**src/design/tmec_pkg.sv**
```systemverilog
// types, constants and helpers shared by the time code codec
package tmec_pkg;

  localparam logic OP_DECODE = 1'b0;
  localparam logic OP_ENCODE = 1'b1;

  localparam logic [31:0] NIBBLE_MASK  = 32'h0000_000F;
  localparam logic [31:0] US_PER_SEC   = 32'd1000000;
  localparam logic [31:0] QUARTER_UNIT = 32'd15625;
  localparam logic [31:0] MANT_BIAS    = 32'd16;
  localparam logic [31:0] MIN_UNIT_US  = 32'd62500;
  localparam int          EXP_COUNT    = 16;
  localparam int          MANT_COUNT   = 16;
  localparam int          SCALED_W     = 25;
  localparam int          NORM_W       = 19;
  localparam logic [32:0] TOP_LIMIT_US = 33'(MIN_UNIT_US) << EXP_COUNT;
  localparam logic [7:0]  CODE_MIN     = 8'h00;
  localparam logic [7:0]  CODE_MAX     = 8'hFF;

  typedef struct packed {
    logic        opcode;
    logic [31:0] operand;
  } in_t;

  typedef struct packed {
    logic [31:0] result;
    logic        clipped;
  } out_t;

  typedef struct packed {
    logic        valid;
    logic        opcode;
    logic [3:0]  expo;
    logic        under;
    logic        over;
    logic [31:0] value;
  } stage_t;

  // (16 + a) * 1e6 for a mantissa nibble
  function automatic logic [SCALED_W-1:0] mant_scaled(input logic [3:0] mant);
    logic [31:0] prod;
    begin
      prod = (MANT_BIAS + 32'(mant)) * US_PER_SEC;
      return prod[SCALED_W-1:0];
    end
  endfunction

endpackage

```
**src/design/tmec_exp.sv**
```systemverilog
// first stage: exponent search for encoding, mantissa scaling for decoding
module tmec_exp (
  input  logic            clk,
  input  logic            rst,
  input  logic            take,
  input  tmec_pkg::in_t   cmd,
  output tmec_pkg::stage_t stg
);
  import tmec_pkg::*;

  logic [EXP_COUNT-1:0] ge;
  logic [3:0]           expo_enc;
  logic                 over;
  stage_t               stg_next;

  always_comb begin
    for (int k = 0; k < EXP_COUNT; k++) begin
      ge[k] = {1'b0, cmd.operand} >= (33'(MIN_UNIT_US) << k);
    end
    expo_enc = '0;
    for (int k = 0; k < EXP_COUNT; k++) begin
      if (ge[k]) begin
        expo_enc = 4'(k);
      end
    end
    over = {1'b0, cmd.operand} >= TOP_LIMIT_US;
  end

  always_comb begin
    stg_next.valid  = take;
    stg_next.opcode = cmd.opcode;
    unique case (cmd.opcode)
      OP_DECODE: begin
        stg_next.expo  = cmd.operand[3:0];
        stg_next.under = 1'b0;
        stg_next.over  = 1'b0;
        stg_next.value = 32'(mant_scaled(cmd.operand[7:4]));
      end
      OP_ENCODE: begin
        stg_next.expo  = expo_enc;
        stg_next.under = ~ge[0];
        stg_next.over  = over;
        stg_next.value = cmd.operand;
      end
      default: begin
        stg_next.expo  = '0;
        stg_next.under = 1'b0;
        stg_next.over  = 1'b0;
        stg_next.value = '0;
      end
    endcase
  end

  always_ff @(posedge clk) begin
    if (rst) begin
      stg.valid <= 1'b0;
    end else begin
      stg.valid <= stg_next.valid;
    end
    stg.opcode <= stg_next.opcode;
    stg.expo   <= stg_next.expo;
    stg.under  <= stg_next.under;
    stg.over   <= stg_next.over;
    stg.value  <= stg_next.value;
  end

endmodule

```
**src/design/tmec_norm.sv**
```systemverilog
// second stage: shift by the exponent in either direction
module tmec_norm (
  input  logic             clk,
  input  logic             rst,
  input  tmec_pkg::stage_t src,
  output tmec_pkg::stage_t stg
);
  import tmec_pkg::*;

  logic [39:0] dec_full;
  logic [33:0] enc_full;
  stage_t      stg_next;

  always_comb begin
    dec_full = {15'b0, src.value[SCALED_W-1:0]} << src.expo;
    enc_full = {src.value, 2'b00} >> src.expo;
    stg_next = src;
    unique case (src.opcode)
      OP_DECODE: stg_next.value = dec_full[39:8];
      OP_ENCODE: stg_next.value = 32'(enc_full[NORM_W-1:0]);
      default:   stg_next.value = '0;
    endcase
  end

  always_ff @(posedge clk) begin
    if (rst) begin
      stg.valid <= 1'b0;
    end else begin
      stg.valid <= stg_next.valid;
    end
    stg.opcode <= stg_next.opcode;
    stg.expo   <= stg_next.expo;
    stg.under  <= stg_next.under;
    stg.over   <= stg_next.over;
    stg.value  <= stg_next.value;
  end

endmodule

```
**src/design/tmec_mant.sv**
```systemverilog
// third stage: mantissa compare, saturation and output register
module tmec_mant (
  input  logic             clk,
  input  logic             rst,
  input  tmec_pkg::stage_t src,
  output logic             done,
  output tmec_pkg::out_t   rsp
);
  import tmec_pkg::*;

  logic [3:0] mant;
  logic [7:0] code;
  out_t       rsp_next;

  always_comb begin
    mant = '0;
    for (int j = 1; j < MANT_COUNT; j++) begin
      if ({13'b0, src.value[NORM_W-1:0]} >= QUARTER_UNIT * (MANT_BIAS + 32'(j))) begin
        mant = 4'(j);
      end
    end
    code = {mant, src.expo};
  end

  always_comb begin
    unique case (src.opcode)
      OP_DECODE: begin
        rsp_next.result  = src.value;
        rsp_next.clipped = 1'b0;
      end
      OP_ENCODE: begin
        priority if (src.under) begin
          rsp_next.result  = 32'(CODE_MIN);
          rsp_next.clipped = 1'b1;
        end else if (src.over) begin
          rsp_next.result  = 32'(CODE_MAX);
          rsp_next.clipped = 1'b1;
        end else begin
          rsp_next.result  = 32'(code);
          rsp_next.clipped = 1'b0;
        end
      end
      default: begin
        rsp_next.result  = '0;
        rsp_next.clipped = 1'b0;
      end
    endcase
  end

  always_ff @(posedge clk) begin
    if (rst) begin
      done <= 1'b0;
    end else begin
      done <= src.valid;
    end
  end

  always_ff @(posedge clk) begin
    rsp <= rsp_next;
  end

endmodule

```
**src/design/time_mantissa_exponent_codec.sv**
```systemverilog
// top level of the validity-time code to microseconds codec
//
// one command channel and one result channel
// a transaction is taken on the rising edge where start is high and busy is low;
// cmd.opcode selects decode (8-bit code in cmd.operand[7:0] to microseconds)
// or encode (microseconds in cmd.operand to code [mantissa:4, exponent:4])
// three register stages: exponent search / mantissa scale, exponent shift,
// mantissa compare with saturation into the output register
// done is high for one cycle with each rsp, once the command has passed the
// exponent, shift and output registers in turn
// one transaction per cycle sustained, every stage takes a new one each cycle
// busy is high only while rst is asserted
// reset clears the stage valid bits, so nothing in flight is delivered
// the receiver cannot stall: each result is shown for exactly one cycle
// encode saturates to code 0x00 below 62500 us and to 0xFF from 4096000000 us,
// both with rsp.clipped set; decode always leaves rsp.clipped low
module time_mantissa_exponent_codec (
  input  logic           clk,
  input  logic           rst,
  input  logic           start,
  output logic           busy,
  input  tmec_pkg::in_t  cmd,
  output logic           done,
  output tmec_pkg::out_t rsp
);
  import tmec_pkg::*;

  logic   take;
  stage_t stg_exp;
  stage_t stg_norm;

  assign busy = rst;
  assign take = start & ~busy;

  tmec_exp u_exp (
    .clk  (clk),
    .rst  (rst),
    .take (take),
    .cmd  (cmd),
    .stg  (stg_exp)
  );

  tmec_norm u_norm (
    .clk (clk),
    .rst (rst),
    .src (stg_exp),
    .stg (stg_norm)
  );

  tmec_mant u_mant (
    .clk  (clk),
    .rst  (rst),
    .src  (stg_norm),
    .done (done),
    .rsp  (rsp)
  );

endmodule

```
**config.mk**
```make
export PLATFORM = sky130hd
export DESIGN_NAME = time_mantissa_exponent_codec
export DESIGN_NICKNAME = d
export VERILOG_FILES = /design/src/design/tmec_pkg.sv /design/src/design/tmec_exp.sv /design/src/design/tmec_norm.sv /design/src/design/tmec_mant.sv /design/src/design/time_mantissa_exponent_codec.sv
export SDC_FILE = /design/constraint.sdc
export NUM_CORES = 1
export LEC_CHECK = 0
export BUFFER_PORTS_ARGS = -buffer_cell sky130_fd_sc_hd__buf_2
export CELL_PAD_IN_SITES_DETAIL_PLACEMENT = 1
export CELL_PAD_IN_SITES_GLOBAL_PLACEMENT = 1
export CORE_ASPECT_RATIO = 1.1
export CORE_MARGIN = 8
export CORE_UTILIZATION = 40
export CTS_CLUSTER_SIZE = 30
export DETAILED_ROUTE_END_ITERATION = 10
export PLACE_DENSITY_LB_ADDON = 0.1
export SYNTH_ARGS = -nofsm -noshare
export SYNTH_HDL_FRONTEND = slang
export SYNTH_SLANG_ARGS = --single-unit
```
**constraint.sdc**
```tcl
create_clock -name clk -period 9 [get_ports clk]
set_input_delay 0.9 -clock clk [delete_from_list [all_inputs] [get_ports clk]]
set_output_delay 0.9 -clock clk [all_outputs]
set_load 0.005 [all_outputs]
```
# Word-level counts from Yosys, hierarchy flattened
# Index checks and enable logic that the tools add are counted.
[totals] romBits=0 latchBits=0 out_inout_bits=35 ram_bits=0 memories=0 reg_bits=114 elab_cells=92
[classes] div_mod_pow=0 n_reduce_logical=0 shift=2 eq_ne=0 magnitude_cmp=32 n_mux=35 n_mul=1 add_sub_neg=1 bitwise_logic=6
[ops] operator="$ge 19x19->1 const B" count=15
[ops] operator="$pmux 38 s2" count=1
[ops] operator="$pmux 33 s2" count=1
[ops] operator="$mux 4" count=16
[ops] operator="$pmux 32 s2" count=1
[ops] operator="$shl 25x4->40" count=1
[ops] operator="$shr 34x4->19" count=1
[ops] operator="$mux 33" count=1
[ops] operator="$ge 32x16->1 const B" count=1
[ops] operator="$ge 32x17->1 const B" count=1
[ops] operator="$ge 32x18->1 const B" count=1
[ops] operator="$ge 32x19->1 const B" count=1
[ops] operator="$ge 32x20->1 const B" count=1
[ops] operator="$ge 32x21->1 const B" count=1
[ops] operator="$ge 32x22->1 const B" count=1
[ops] operator="$ge 32x23->1 const B" count=1
[ops] operator="$ge 32x24->1 const B" count=1
[ops] operator="$ge 32x25->1 const B" count=1
[ops] operator="$ge 32x26->1 const B" count=1
[ops] operator="$ge 32x27->1 const B" count=1
[ops] operator="$ge 32x28->1 const B" count=1
[ops] operator="$ge 32x29->1 const B" count=1
[ops] operator="$ge 32x30->1 const B" count=1
[ops] operator="$ge 32x31->1 const B" count=1
[ops] operator="9 further kinds" count=24

# Longest topological paths before layout
[depth] ltp_word=19 ltp_mapped=13 depth_no_buf=13

# Hierarchy
# From an unflattened synthesis, not the netlist that was laid out.
[hier_totals] cells_unflattened=972 hier_area_um2=8898.5
[by_module_without_submodules] mod="tmec_norm" area_per_inst_um2=3918.8 instances=1 cells_per_inst=379 seq_area_each_um2=800.8
[by_module_without_submodules] mod="tmec_exp" area_per_inst_um2=2901.5 instances=1 cells_per_inst=347 seq_area_each_um2=800.8
[by_module_without_submodules] mod="tmec_mant" area_per_inst_um2=2057.0 instances=1 cells_per_inst=244 seq_area_each_um2=680.7
[by_module_without_submodules] mod="time_mantissa_exponent_codec" area_per_inst_um2=21.3 instances=1 cells_per_inst=2 seq_area_each_um2=0.0

# Worst setup path after synthesis
# No wires, ideal clock.
[synth_timing] path_kind="input to register" from="input port cmd[6] (netlist bit)" to="register u_exp.stg[24] (netlist bit)" setup_time_ns=0.126 stages=13 n_path_buf=0 arrival_time_ns=3.531 slack_ns=5.343 path_cell_list="inv_1 ha_1 ha_1 inv_1 fa_1 inv_1 ha_1 inv_1 o31ai_1 nor2b_1 o41ai_1 xnor2_1 o21ai_1"
[synth_lines] item="start, declared" line="time_mantissa_exponent_codec.sv:22" source="input tmec_pkg::in_t cmd,"
[synth_lines] item="end, declared" line="tmec_exp.sv:7" source="output tmec_pkg::stage_t stg"

==> impl_results.html <==
<table>
<tr><th>Metric</th><th>Value</th></tr>
<tr><th colspan="2">Logic synthesis</th></tr>
<tr><td>Synthesized net count</td><td>1070</td></tr>
<tr><td>Proportion of register bits with asynchronous set or reset after synthesis</td><td>0%</td></tr>
<tr><td>Dominant cell by count in the synthesized netlist</td><td>sky130_fd_sc_hd__dfxtp_1</td></tr>
<tr><td>Synth Instances</td><td>1000</td></tr>
<tr><td>Cell taking the most area after synthesis</td><td>sky130_fd_sc_hd__dfxtp_1</td></tr>
<tr><td>List of most frequent post-synthesis cells</td><td>sky130_fd_sc_hd__dfxtp_1, sky130_fd_sc_hd__nor2_1, sky130_fd_sc_hd__nand2_1</td></tr>
<tr><td>Post-synthesis average cell area</td><td>7.94 um^2</td></tr>
<tr><td>Yosys reg bits</td><td>114</td></tr>
<tr><td>Yosys synthesis warning count</td><td>0</td></tr>
<tr><td>Number of enable-type register cells in the synthesized netlist</td><td>0</td></tr>
<tr><td>Top_reg_cell synth</td><td>sky130_fd_sc_hd__dfxtp_1</td></tr>
<tr><td>Register area share after synthesis</td><td>28.7%</td></tr>
<tr><td>Ranking of synthesized cells by area</td><td>sky130_fd_sc_hd__dfxtp_1, sky130_fd_sc_hd__mux2i_1, sky130_fd_sc_hd__nor2_1</td></tr>
<tr><td>Post-synth cell types</td><td>75</td></tr>
<tr><td>Synthesized cell area</td><td>0.00794 mm^2</td></tr>
<tr><td>Fraction of synthesized cell area taken by the top area cell type</td><td>28.7%</td></tr>
<tr><th colspan="2">Finish</th></tr>
<tr><td>Share of cells above drive strength 1</td><td>15.9%</td></tr>
<tr><td>Area overhead of the layout relative to synthesis</td><td>12.4%</td></tr>
<tr><td>Count of nets after finishing</td><td>between 1k and 1.5k</td></tr>
<tr><td>Antenna Cells</td><td>0</td></tr>
<tr><th colspan="2">Worst setup path</th></tr>
<tr><td>Cells along the critical path</td><td>buf_2 -&gt; inv_1 -&gt; ha_1 -&gt; ha_1 -&gt; inv_1 -&gt; fa_1 -&gt; inv_1 -&gt; ha_1 -&gt; inv_1 -&gt; o31ai_1 -&gt; nor2b_1 -&gt; o41ai_1 -&gt; xnor2_1 -&gt; o21ai_1</td></tr>
<tr><td>CP dominant cell by count</td><td>sky130_fd_sc_hd__inv_1</td></tr>
<tr><td>Arrival time at the worst endpoint</td><td>4130 ps</td></tr>
<tr><td>Crit path capture type</td><td>register</td></tr>
<tr><td>Required time of the worst setup path</td><td>9270 ps</td></tr>
<tr><td>CP Max Fanout</td><td>11</td></tr>
<tr><td>Sort of element at the start of the critical path</td><td>input port</td></tr>
<tr><td>Critical Path Max Stage Delay</td><td>530 ps</td></tr>
<tr><td>Worst-path cell with the longest stage delay</td><td>sky130_fd_sc_hd__fa_1</td></tr>
<tr><td>Critical path class</td><td>input port to register</td></tr>
<tr><th colspan="2">Placed design</th></tr>
<tr><td>Buffers added on ports</td><td>70</td></tr>
<tr><td>Post-DP HPWL</td><td>between 15000 and 20000 um</td></tr>
<tr><td>Final weighted congestion in routability-driven placement</td><td>0.912</td></tr>
<tr><td>Placement-stage worst setup slack</td><td>4700 ps</td></tr>
<tr><th colspan="2">Floorplan</th></tr>
<tr><td>Total I/O pin count</td><td>just over 70</td></tr>
<tr><td>Initial core utilization</td><td>40.4%</td></tr>
<tr><td>Core area</td><td>0.0197 mm^2</td></tr>
<tr><td>Rows</td><td>54</td></tr>
<tr><td>Die Footprint</td><td>0.0246 mm^2</td></tr>
<tr><td>Height of the die</td><td>164 um</td></tr>
<tr><td>Die width</td><td>around 150 um</td></tr>
<tr><th colspan="2">Clock tree</th></tr>
<tr><td>Clock tree root driver cell</td><td>sky130_fd_sc_hd__clkbuf_16</td></tr>
<tr><td>H-Tree Depth</td><td>4</td></tr>
<tr><td># resized after CTS</td><td>0</td></tr>
<tr><td>CTS sink count</td><td>114</td></tr>
<tr><td>Cts hold-fix bufs</td><td>0</td></tr>
<tr><td>CTS tree</td><td>yes</td></tr>
<tr><td>Clock Tree Buf Depth</td><td>2</td></tr>
<tr><td>Number of buffers created by CTS</td><td>17</td></tr>
<tr><td>Post-CTS clock slew at the launch and capture registers of the worst setup and hold paths</td><td>60 ps</td></tr>
<tr><td>Post-CTS Repair Setup Buffers</td><td>0</td></tr>
<tr><td>Latest clock arrival within the worst-skew pair</td><td>about 410 ps</td></tr>
<tr><th colspan="2">STA</th></tr>
<tr><td>Sum of negative setup slack</td><td>0 ps</td></tr>
<tr><td>Final count of pins violating max slew</td><td>0</td></tr>
<tr><td>Slew at the pin closest to its max-slew limit</td><td>893 ps</td></tr>
<tr><td>Fin crit share</td><td>42.9%</td></tr>
<tr><td>RSZ-0062 raised after global routing</td><td>false</td></tr>
<tr><td>Hold Fails Final Rpt</td><td>0</td></tr>
<tr><td># setup viols final</td><td>0</td></tr>
<tr><td>Setup slack of the critical path after layout</td><td>a little over 5000 ps</td></tr>
<tr><td>Final Skew</td><td>9.23 ps</td></tr>
<tr><td>Headroom to the max-slew limit</td><td>40.4%</td></tr>
<tr><td>Clock period minus worst slack</td><td>3860 ps</td></tr>
<tr><td>Fmax</td><td>0.259 GHz</td></tr>
<tr><th colspan="2">Global routing</th></tr>
<tr><td>Pin count of the biggest net entering global routing</td><td>72</td></tr>
<tr><td>Global-route wire length before repair</td><td>41700 um</td></tr>
<tr><td>Number of antenna violations at the first check in global routing</td><td>0</td></tr>
<tr><td>Global Route Usage Sum</td><td>21.5%</td></tr>
<tr><td>Number of global-route vias before repair</td><td>7631</td></tr>
<tr><td>Overflow after GRT</td><td>0</td></tr>
<tr><th colspan="2">Pwr</th></tr>
<tr><td>Power density over the cells</td><td>208 mW/mm^2</td></tr>
<tr><td>IR drop worst, VDD</td><td>approximately 0.13 mV</td></tr>
<tr><td>Leak pwr</td><td>0.00371 uW</td></tr>
<tr><th colspan="2">Routing</th></tr>
<tr><td>Final Routed Wirelength</td><td>26300 um</td></tr>
<tr><td>DR pass1 iterations</td><td>5</td></tr>
<tr><td>Total number of vias</td><td>7430</td></tr>
<tr><td>Number of nets still failing antenna checks after routing</td><td>0</td></tr>
<tr><td>Routed wire length per instance</td><td>20.6 um</td></tr>
<tr><td>1st-iter DRT viols</td><td>304</td></tr>
<tr><td>DRC viols</td><td>0</td></tr>
<tr><td>Post-DR vias/cell</td><td>5.81</td></tr>
<tr><th colspan="2">Flow run</th></tr>
<tr><td>Count of max-cap constraint violations</td><td>0</td></tr>
<tr><th colspan="2">Status</th></tr>
<tr><td>Outcome</td><td>finished, final reports clean</td></tr>
<tr><th colspan="2">Min path</th></tr>
<tr><td>HP Class</td><td>register to register</td></tr>
</table>
==> layout make-up <==
class | count | area, um^2
sequential | 114 | 2280
clock inverter | 15 | 183
clock buffer | 17 | 425
fill | 2386 | 10700
timing repair buffer | 77 | 403
tap | 252 | 315
inverter | 35 | 131
multi-input combinational | 769 | 5180
==> routing by layer <==
| metal | GRT usage, % | up-vias | part of all wire [%] |
|---|---|---|---|
| li1 | - | 3632 | - |
| met2 | 37.3 | 130 | 50 |
| met3 | 2.87 | 36 | 2.6 |
| met1 | 26.1 | 3632 | 44 |
| met5 | 0 | - | 0 |
| met4 | 9.00 | 0 | 2.9 |
==> sequential cells by signal, indices dropped and copies added, names as in the netlist <==
register	count
u_exp.stg	40
u_norm.stg	40
u_mant.rsp	33
u_mant.done	1
==> per-stage QoR <==
stage | total power, uW | hold slack (ps) | utilization [%] | cells | cell area (um^2)
after detailed placement | 1170 | 318 | 42.3 | 1247 | 8320
after floorplan | 1000 | 310 | - | 1000 | 7940
final | 1860 | 328 | 45.4 | 1279 | 8920
after CTS | 1870 | 331 | 45.4 | 1279 | 8920
after global placement | 1170 | 312 | 42.3 | 1247 | 8320
after global routing | 1960 | 332 | 45.4 | 1279 | 8920
==> placed cells by master (no fill, tap or decap), types with 6 or more instances in the layout <==
| cell type | Yosys | final |
|---|---|---|
| sky130_fd_sc_hd__or3_1 | 6 | 6 |
| sky130_fd_sc_hd__and2_1 | 21 | 21 |
| sky130_fd_sc_hd__a21oi_1 | 63 | 63 |
| sky130_fd_sc_hd__a21o_1 | 8 | 8 |
| sky130_fd_sc_hd__o31ai_1 | 12 | 12 |
| sky130_fd_sc_hd__nor3_1 | 28 | 28 |
| sky130_fd_sc_hd__clkbuf_16 | 0 | 17 |
| sky130_fd_sc_hd__dfxtp_1 | 114 | 112 |
| sky130_fd_sc_hd__nor2b_1 | 25 | 25 |
| sky130_fd_sc_hd__nand2_1 | 79 | 79 |
| sky130_fd_sc_hd__buf_2 | 16 | 70 |
| sky130_fd_sc_hd__nor2_1 | 106 | 106 |
| sky130_fd_sc_hd__o21bai_1 | 6 | 6 |
| sky130_fd_sc_hd__mux2i_1 | 68 | 68 |
| sky130_fd_sc_hd__mux2_2 | 28 | 28 |
| sky130_fd_sc_hd__nand4_1 | 15 | 15 |
| sky130_fd_sc_hd__xnor2_1 | 9 | 9 |
| sky130_fd_sc_hd__a31oi_1 | 14 | 14 |
| sky130_fd_sc_hd__o211ai_1 | 20 | 20 |
| sky130_fd_sc_hd__buf_4 | 1 | 7 |
| sky130_fd_sc_hd__nand2b_1 | 9 | 9 |
| sky130_fd_sc_hd__nor4_1 | 11 | 11 |
| sky130_fd_sc_hd__inv_1 | 32 | 32 |
| sky130_fd_sc_hd__and3_1 | 9 | 9 |
| sky130_fd_sc_hd__ha_1 | 30 | 30 |
| sky130_fd_sc_hd__a211oi_1 | 8 | 8 |
| sky130_fd_sc_hd__nand3_1 | 21 | 21 |
| sky130_fd_sc_hd__mux4_2 | 7 | 7 |
| sky130_fd_sc_hd__o21ai_0 | 74 | 74 |
==> cell families (layout without fill, tap and decap cells) <==
| logic type | after synthesis | in the layout | synth area share [%] |
|---|---|---|---|
| buffers and inverters | 117 | 144 | 6.02 |
| adders and majority gates | 34 | 34 | 5.73 |
| and+or+nand+nor | 359 | 359 | 22.5 |
| DFF | 114 | 114 | 28.7 |
| xor gates and xnor gates | 11 | 11 | 1.21 |
| AOI/OAI and AO/OA | 262 | 262 | 21.2 |
| muxes | 103 | 103 | 14.5 |
==> power breakdown <==
group | internal (uW) | switching (uW) | total (uW)
clock network | 437 | 249 | 686
logic | 211 | 307 | 518
registers | 568 | 84.7 | 652
==> final timing paths <==
kind,startpoint,endpoint,slack [ps],cells after the start
setup / recovery,cmd[5],u_exp.stg[24],5140,14
hold / removal,u_exp.stg[32],u_norm.stg[32],330,0
setup reg to reg,u_exp.stg[35],u_norm.stg[10],6360,7
hold reg to reg,u_exp.stg[32],u_norm.stg[32],330,0
==> critical path: cells and delay by family <==
| family | cells | cell delay, ps |
|---|---|---|
| xor+xnor | 1 | 160 |
| fa+ha+maj | 4 | 1550 |
| simple gates | 1 | 90 |
| buf+inv | 5 | 610 |
| compound gates | 3 | 850 |
(Power assumes the default switching activity.)
